[src/sha_pkg.sv]
`timescale 1ns / 1ps

package sha_pkg;

  localparam logic [31:0] ROUND_K [64] = '{
    32'h428a2f98, 32'h71374491, 32'hb5c0fbcf, 32'he9b5dba5,
    32'h3956c25b, 32'h59f111f1, 32'h923f82a4, 32'hab1c5ed5,
    32'hd807aa98, 32'h12835b01, 32'h243185be, 32'h550c7dc3,
    32'h72be5d74, 32'h80deb1fe, 32'h9bdc06a7, 32'hc19bf174,
    32'he49b69c1, 32'hefbe4786, 32'h0fc19dc6, 32'h240ca1cc,
    32'h2de92c6f, 32'h4a7484aa, 32'h5cb0a9dc, 32'h76f988da,
    32'h983e5152, 32'ha831c66d, 32'hb00327c8, 32'hbf597fc7,
    32'hc6e00bf3, 32'hd5a79147, 32'h06ca6351, 32'h14292967,
    32'h27b70a85, 32'h2e1b2138, 32'h4d2c6dfc, 32'h53380d13,
    32'h650a7354, 32'h766a0abb, 32'h81c2c92e, 32'h92722c85,
    32'ha2bfe8a1, 32'ha81a664b, 32'hc24b8b70, 32'hc76c51a3,
    32'hd192e819, 32'hd6990624, 32'hf40e3585, 32'h106aa070,
    32'h19a4c116, 32'h1e376c08, 32'h2748774c, 32'h34b0bcb5,
    32'h391c0cb3, 32'h4ed8aa4a, 32'h5b9cca4f, 32'h682e6ff3,
    32'h748f82ee, 32'h78a5636f, 32'h84c87814, 32'h8cc70208,
    32'h90befffa, 32'ha4506ceb, 32'hbef9a3f7, 32'hc67178f2
  };

  localparam logic [31:0] INIT_H [8] = '{
    32'h6a09e667, 32'hbb67ae85, 32'h3c6ef372, 32'ha54ff53a,
    32'h510e527f, 32'h9b05688c, 32'h1f83d9ab, 32'h5be0cd19
  };

  localparam logic [7:0] PAD_BYTE = 8'h80;
  localparam logic [5:0] LEN_POS  = 6'd56;

  typedef logic [31:0] word_t;

  // start/done between sequencer and round engine
  typedef struct packed {
    logic start;
  } core_req_t;

  typedef struct packed {
    logic done;
  } core_rsp_t;

  function automatic word_t rotr(input word_t x, input int unsigned s);
    rotr = (x >> s) | (x << (32 - s));
  endfunction

endpackage

[src/sha256_message_hasher.sv]
`timescale 1ns / 1ps

// SHA-256 hasher: a data beat (action=0) goes into the block buffer, except the 64th byte
// of a block, which starts a compression (64 rounds, one per cycle, plus load and fold)
// in the shared round engine. A finish beat pads byte by byte
// (one pad byte per cycle), runs one or two compressions and then emits eight
// digest beats, h0 first; the state then returns to the initial hash values.
module sha256_message_hasher import sha_pkg::*; (
  input  logic        clk,
  input  logic        rst,
  input  logic        valid,
  output logic        ready,
  input  logic        action,
  input  logic [7:0]  data_byte,
  output logic        out_valid,
  input  logic        out_ready,
  output logic [31:0] digest_word,
  output logic [2:0]  word_index,
  output logic        last_word
);

  localparam logic [2:0] S_IDLE = 3'd0;
  localparam logic [2:0] S_PAD  = 3'd1;
  localparam logic [2:0] S_COMP = 3'd2;
  localparam logic [2:0] S_OUT  = 3'd3;
  localparam logic [2:0] S_CLR  = 3'd4;

  logic [2:0]   state;
  logic [511:0] buffer;
  logic [511:0] block_next;
  logic [5:0]   fill;
  logic [63:0]  byte_count;
  logic [63:0]  bits;
  logic         finishing;
  logic         len_done;
  logic         spill;
  logic         core_rst;
  core_req_t    req;
  core_rsp_t    rsp;
  logic [255:0] chain;

  sha_core u_core (
    .clk(clk), .rst(core_rst), .req(req), .block(block_next), .rsp(rsp), .chain(chain)
  );

  logic [7:0] pad_byte;
  always_comb begin
    if (spill) pad_byte = 8'h00;
    else if (fill >= LEN_POS) pad_byte = bits[8*(63 - fill) +: 8];
    else pad_byte = 8'h00;
  end

  assign ready = (state == S_IDLE);
  assign out_valid = (state == S_OUT);
  assign digest_word = chain[255 - 32*word_index -: 32];
  assign last_word = (word_index == 3'd7);

  logic [7:0] put_val;
  logic       put_en;
  always_comb begin
    put_en  = 1'b0;
    put_val = data_byte;
    req.start = 1'b0;
    if (state == S_IDLE && valid) begin
      put_en = 1'b1;
      if (action) put_val = PAD_BYTE;
    end
    if (state == S_PAD) begin
      put_en = 1'b1;
      put_val = pad_byte;
    end
    if (put_en && fill == 6'd63) req.start = 1'b1;
  end
  assign core_rst = rst || (state == S_CLR);

  // bytes shift in at the bottom; the engine loads the block including this cycle's byte
  assign block_next = {buffer[503:0], put_val};

  always_ff @(posedge clk) begin
    if (put_en) buffer <= block_next;
    if (rst) begin
      state <= S_IDLE;
      fill <= '0;
      byte_count <= '0;
      word_index <= '0;
      finishing <= 1'b0;
      len_done <= 1'b0;
      spill <= 1'b0;
    end else begin
      case (state)
        S_IDLE: begin
          if (valid && !action) begin
            byte_count <= byte_count + 64'd1;
            fill <= fill + 6'd1;
            if (fill == 6'd63) state <= S_COMP;
          end else if (valid) begin
            // pad byte shifts in through put_val
            bits <= {byte_count[60:0], 3'b000};
            fill <= fill + 6'd1;
            finishing <= 1'b1;
            len_done <= 1'b0;
            spill <= (fill >= LEN_POS);
            state <= (fill == 6'd63) ? S_COMP : S_PAD;
          end
        end
        S_PAD: begin
          fill <= fill + 6'd1;
          if (fill == 6'd63) begin
            state <= S_COMP;
            len_done <= !spill;
          end
        end
        S_COMP: begin
          if (rsp.done) begin
            if (!finishing) state <= S_IDLE;
            else if (len_done) state <= S_OUT;
            else begin
              state <= S_PAD;
              spill <= 1'b0;
            end
          end
        end
        S_OUT: begin
          if (out_ready) begin
            word_index <= word_index + 3'd1;
            if (word_index == 3'd7) state <= S_CLR;
          end
        end
        S_CLR: begin
          state <= S_IDLE;
          fill <= '0;
          byte_count <= '0;
          finishing <= 1'b0;
          len_done <= 1'b0;
          spill <= 1'b0;
        end
        default: state <= S_IDLE;
      endcase
    end
  end

  // In S_PAD, zeros up to 55 and the length bytes at 56..63. If the pad byte
  // landed at 56 or later (spill), this block holds zeros only and the length
  // goes into the next one; len_done marks the block that carries the length.

  a_digest_len: assert property (@(posedge clk) disable iff (rst)
    out_valid |-> finishing && len_done) else $error("digest without length block");
  a_idle_fill: assert property (@(posedge clk) disable iff (rst)
    (state == S_OUT) |-> fill == 6'd0) else $error("buffer not empty at output");
  a_start_full: assert property (@(posedge clk) disable iff (rst)
    req.start |-> fill == 6'd63) else $error("compress on partial block");

endmodule

[src/sha_core.sv]
`timescale 1ns / 1ps

// One round per cycle; the schedule is a 16-word shift line fed from the block words.
module sha_core import sha_pkg::*; (
  input  logic           clk,
  input  logic           rst,
  input  core_req_t      req,
  input  logic [511:0]   block,
  output core_rsp_t      rsp,
  output logic [255:0]   chain
);

  word_t h [8];
  word_t v [8];
  word_t w [16];
  logic [5:0] round;
  logic       busy;
  logic       fold;

  word_t wr, w2, w15, s0, s1, t1, t2, e, a;

  always_comb begin
    w2  = w[14];
    w15 = w[1];
    s0  = rotr(w15, 7) ^ rotr(w15, 18) ^ (w15 >> 3);
    s1  = rotr(w2, 17) ^ rotr(w2, 19) ^ (w2 >> 10);
    wr  = (round < 6'd16) ? w[round[3:0]] : (s1 + w[9] + s0 + w[0]);
    e   = v[4];
    a   = v[0];
    t1  = v[7] + (rotr(e, 6) ^ rotr(e, 11) ^ rotr(e, 25)) +
          ((e & v[5]) ^ (~e & v[6])) + ROUND_K[round] + wr;
    t2  = (rotr(a, 2) ^ rotr(a, 13) ^ rotr(a, 22)) +
          ((a & v[1]) ^ (a & v[2]) ^ (v[1] & v[2]));
  end

  always_ff @(posedge clk) begin
    if (rst) begin
      busy <= 1'b0;
      fold <= 1'b0;
      round <= '0;
      for (int i = 0; i < 8; i++) h[i] <= INIT_H[i];
    end else if (req.start) begin
      busy <= 1'b1;
      round <= '0;
      for (int i = 0; i < 16; i++) w[i] <= block[511 - 32*i -: 32];
      for (int i = 0; i < 8; i++) v[i] <= h[i];
    end else if (busy) begin
      v[7] <= v[6]; v[6] <= v[5]; v[5] <= v[4]; v[4] <= v[3] + t1;
      v[3] <= v[2]; v[2] <= v[1]; v[1] <= v[0]; v[0] <= t1 + t2;
      // from round 16 on the window slides and takes the new word at the top
      if (round >= 6'd16) begin
        for (int i = 0; i < 15; i++) w[i] <= w[i+1];
        w[15] <= wr;
      end
      round <= round + 6'd1;
      if (round == 6'd63) begin
        busy <= 1'b0;
        fold <= 1'b1;
      end
    end else if (fold) begin
      fold <= 1'b0;
      for (int i = 0; i < 8; i++) h[i] <= h[i] + v[i];
    end else if (req == '0 && rsp.done == 1'b0) begin
      h <= h;
    end
  end

  assign rsp.done = fold;
  always_comb for (int i = 0; i < 8; i++) chain[255 - 32*i -: 32] = h[i];

  // reset of chain handled by top via reinit
endmodule

[config.mk]
export PLATFORM = sky130hd
export DESIGN_NAME = sha256_message_hasher
export DESIGN_NICKNAME = d
export VERILOG_FILES = /design/src/sha_pkg.sv /design/src/sha256_message_hasher.sv /design/src/sha_core.sv
export SDC_FILE = /design/constraint.sdc
export NUM_CORES = 2
export LEC_CHECK = 0
export BUFFER_PORTS_ARGS = -buffer_cell sky130_fd_sc_hd__buf_2
export CAP_MARGIN = 20
export CORE_AREA = 2 2 399 401
export CTS_CLUSTER_SIZE = 12
export DETAILED_ROUTE_END_ITERATION = 16
export DIE_AREA = 0 0 401 403
export GPL_TIMING_DRIVEN = 1
export PLACE_DENSITY = 0.88
export SYNTH_ARGS = -nofsm -noshare
export SYNTH_HDL_FRONTEND = slang
export SYNTH_SLANG_ARGS = --single-unit
export TNS_END_PERCENT = 10
[constraint.sdc]
create_clock -name clk -period 64.3 [get_ports clk]
set_input_delay 3.215 -clock clk [delete_from_list [all_inputs] [get_ports clk]]
set_output_delay 3.215 -clock clk [all_outputs]
set_load 0.01 [all_outputs]
# Yosys cells after proc, flatten, opt, wreduce, memory -nomap -nowiden
# Memory sizes are Yosys's and may differ from the RTL's. A register that Yosys moved wholly into a read port is not among the register bits.
# Index checks and enable logic that the tools add are counted.
[totals]
reg_bits = 908
ramBits = 768
rom_bits = 2048
inputBits = 13
out_inout_bits = 38
word_cells = 230
mem_count = 3
[classes]
n_addsub = 24
magnitude_cmp = 4
eq_ne = 18
shift = 2
mux = 82
bitwise_logic = 56
n_reduce_logical = 21
[mem_list]
columns = ["name", "words", "width", "read_ports", "rd_clocked_by_memory_dff", "write_ports", "line", "rtl"]
rows = [
  ["(name not given)", 64, 32, 1, 0, 0, "sha_core.sv:31", "((e & v[5]) ^ (~e & v[6])) + ROUND_K[round] + wr;"],
  ["u_core.w", 16, 32, 17, 1, 16, "sha_core.sv:15", "word_t w [16];"],
  ["u_core.v", 8, 32, 8, 0, 8, "sha_core.sv:14", "word_t v [8];"],
]
[ops]
columns = ["operator", "count"]
rows = [
  ["$mux W32", 27],
  ["$add A32 B32 Y32", 18],
  ["$xor A32 B32 Y32", 9],
  ["$shiftx A287 B33 Y32", 1],
  ["$and A32 B32 Y32", 5],
  ["$pmux W64 S2", 1],
  ["$add A64 B1 Y64 const B", 1],
  ["$mux W64", 1],
  ["$shiftx A64 B33 Y8", 1],
  ["$mux W8", 5],
  ["$not A32 Y32", 1],
  ["$or A10 B32 Y32", 1],
  ["$or A13 B32 Y32", 1],
  ["$or A14 B32 Y32", 1],
  ["$or A15 B32 Y32", 1],
  ["$or A19 B32 Y32", 1],
  ["$or A21 B32 Y32", 1],
  ["$or A25 B32 Y32", 1],
  ["$or A26 B32 Y32", 1],
  ["$or A30 B32 Y32", 1],
  ["$or A7 B32 Y32", 1],
  ["$xor A32 B22 Y32", 1],
  ["$xor A32 B29 Y32", 1],
  ["$mux W1", 30],
  ["37 further kinds", 95],
]

# Longest topological paths before layout
# An unclocked memory read counts as a cell.
[logic_depth]
depth_word = 11
depth_mapped = 42
depth_no_buf = 41

# Hierarchy
# A second synthesis with hierarchy kept.
[unflattened]
cells_unflattened = 8695
area_unflattened_um2 = 96115.9
[by_module_without_submodules]
columns = ["mod", "instances", "cells_each", "area_each_um2", "seq_area_each_um2"]
rows = [
  ["sha_core", 1, 7486, 72857.4, 28427.3],
  ["sha256_message_hasher", 1, 1209, 23258.6, 18487.7],
]

# Least setup slack after synthesis
# Ideal clock, no wire load.
[synth_path]
path_kind = "input port to flip-flop"
start = "in valid"
end = "mem u_core.w[0][0] in the netlist's numbering (enable)"
setup_time_ns = 3.627
arrival_time_ns = 48.446
t_required_ns = 60.673
path_slack_ns = 12.227
stages = 10
n_path_buf = 3
cell_sequence = "nor2_1 -> nor3_1 -> nor2b_1 -> nor2_1 -> and2_1 -> clkbuf_1 -> nand2_1 -> clkbuf_1 -> clkbuf_1 -> nand2_1"
[synth_rtl]
columns = ["element", "line", "rtl"]
rows = [
  ["start: declaration", "sha256_message_hasher.sv:11", "input logic valid,"],
  ["end: declaration", "sha_core.sv:15", ""],
]

==> results.toml <==
[status]
status = "complete, no violations"

[global_routing]
antenna_found_initial = 6
track_usage = 0.340
grt_pass1_vias = 65900
grt-ovfl-total = 0
grt_max_degree = 228
grt_pass1_wl_um = 416000

[floorplan]
top_level_ports = 51
core.rowCount = 146
die_y_um = 403
initial_core_util = 0.605
die_w_um = 401
dieArea_mm2 = 0.162
core_mm2 = 0.157

[yosys]
syn-num-nets = 8756
async_flop_share = 0
yosysTopAreaCellShare = 0.420
ys_seq_area_frac = 0.493
synth_seq_cells = 1677
synth_area_leaders = "edfxtp_1 42%, dfxtp_1 7.2%, mux2_2 6.4%"
synth_ff_type = "edfxtp_1"
synth_edf_count = 1333
synthCells = 8151
yosysWarningCount = 0
syn_area_per_cell_um2 = 11.7
yosys.area.top_type = "edfxtp_1"
synthDistinctLibCells = 88
synth_area_mm2 = 0.0952

[critical_path]
critPathLaunchType = "flip-flop"
crit_arrival_ps = 11620
critPathMaxStageDelay_ps = 900
worstPathRequired_ps = 64820
cpMostUsedCell = "o21ai_0"
crit_type = "reg2reg"
end_kind = "flip-flop"
crit_slowest_cell = "dfxtp_1"
cp_max_fo = 18

[clock_tree]
clk_latency_ps = 840
cts_resized = 0
cts.path.max_buffers = 3
cts_num_sinks = 1677
clockRootBuffer = "clkbuf_16"
hold_buffers = 0
numCtsBuffers = 173
postCtsSetupBuffers = 0
path_clk_slew_ps = 70
htreeDepth = 4
cts_tree = "built"

[timing]
setup_viol = 0
finalCritPeriodShare = 0.173
max_slew_margin = 0.146
fin_skew_ps = 61.0
worst_slew_pin_slew_ps = 1280
setup-tns-final_ps = 0
hold_viol_final = 0
rsz0062_at_grt = "false"
period_needed_ps = 11090
slew_viol_final = 0
clock.fmax_ghz = 0.0901

[detailed_routing]
drt-initial-drc-count = 9016
route.vias.total = 67900
wirelength_um = 280000
drc = 0
wire_per_inst_um = 27.3
viasPerCell = 6.63
dr.pass1.iters = 7
detail-route-antenna-nets = 0

[job]
drv_cap = 0

[layout]
areaGrowthSynthToFinish_pct = 7.97
final_core_util = 0.653
final_common_cell = "edfxtp_1"
layout_common_cells = "1333 x edfxtp_1, 1178 x nand2_1, 539 x mux2_2"
drive_above_1_share = 0.147
nNetsFinal = 8649

[placed_design]
io_buffer_count = 50
hpwl_um = 196000
place_congestion = 0.992

[power]
worst_ir_drop_vdd_mv = 0.0277
power.leakage_nw = 38.8
p_per_area_mw_per_mm2 = 22.2

[hold_path]
hp-class = "reg2reg"
worst max-delay path: cells and delay by family, from the launching register on:
| family | cells | cell delay (ps) |
|---|---|---|
| XOR/XNOR | 2 | 500 |
| flip-flops | 1 | 900 |
| buffers and inverters | 2 | 520 |
| AND/OR/NAND/NOR | 7 | 1790 |
| adder cells (fa/ha/maj) | 7 | 3120 |
| AO/OA/AOI/OAI | 17 | 3950 |
worst paths after layout:
path	depth (start not counted)	slack, ps	start	endpoint
max	35	53210	u_core.round[1]	u_core.v[0][156]
min	0	410	buffer[73]	buffer[81]
max reg2reg	35	53210	u_core.round[1]	u_core.v[0][156]
min reg2reg	0	410	buffer[73]	buffer[81]
layer usage:
| metal | vias to the layer above | global-route usage | routed length [um] |
|---|---|---|---|
| met5 | - | 0 | 52 |
| met4 | 8 | 0.180 | 17400 |
| met3 | 853 | 0.0666 | 27800 |
| met2 | 4197 | 0.551 | 132000 |
| met1 | 33300 | 0.436 | 102000 |
| li1 | 29500 | - | - |
sequential cells by signal, summed over array words and instances, names as in the netlist, named ones only:
signal,count
buffer,504
len_done,1
u_core.w,512
word_index,3
byte_count,61
finishing,1
fill,6
u_core.rsp,1
bits,61
spill,1
u_core.v,256
state,3
u_core.round,6
u_core.chain,256
u_core.busy,1
Yosys cell counts (37+ instances only):
cell type and number:
o21ai_0 350, nor2b_1 50, dfxtp_1 344, and3_1 37, a21oi_1 534, or3_1 39, a31oi_1 43, nand2_1 1183
xor2_1 223, edfxtp_1 1333, clkbuf_1 327, o21a_1 64, inv_1 355, nand2b_1 55, mux4_2 242, nor3_1 90
xnor2_1 390, fa_1 195, nor2_1 333, mux2_2 539, a211oi_1 56, ha_1 397, nand3_1 138, o21bai_1 59
o211ai_1 115, mux2i_1 52, a21o_1 184, buf_1 54
cell type report:
| cell class | instances | area (um2) |
|---|---|---|
| fill | 11000 | 54700 |
| sequential | 1677 | 46900 |
| multi-input combinational | 5711 | 45500 |
| clock buffer | 252 | 4850 |
| tap | 2072 | 2590 |
| inverter | 358 | 1340 |
| timing repair buffer | 123 | 913 |
| clock inverter | 48 | 651 |
| antenna | 4 | 10.0 |
power breakdown:
group | leakage [nW] | internal (mW) | switching (mW)
clock | 2.66 | 0.561 | 0.441
combinational | 20.9 | 0.0184 | 0.0273
sequential | 15.3 | 1.21 | 0.0229
total | 38.8 | 1.79 | 0.491
metrics by stage:
stage          setup slack [ps]  hold WS (ps)  instance area, um2  instances  power [mW]
2_1_floorplan             12230           417               95200       8151        1.30
3_3_place_gp              53700           422               97200       9937        1.30
3_5_place_dp              53650           427               97200       9939        1.30
4_1_cts                   53550           413              103000      10200        2.29
5_1_grt                   52720           438              103000      10200        2.33
6_report                  53210           410              103000      10200        2.29
logic make-up after synthesis:
logic type      after synthesis  synth area share
fa+ha+maj                   611            0.0952
mux                         833             0.126
simple gates               2043            0.0926
flops                      1677             0.493
xor+xnor                    615            0.0569
compound gates             1609             0.106
buf+inv                     763            0.0304
Note: power is estimated with default switching activity, not from simulation.
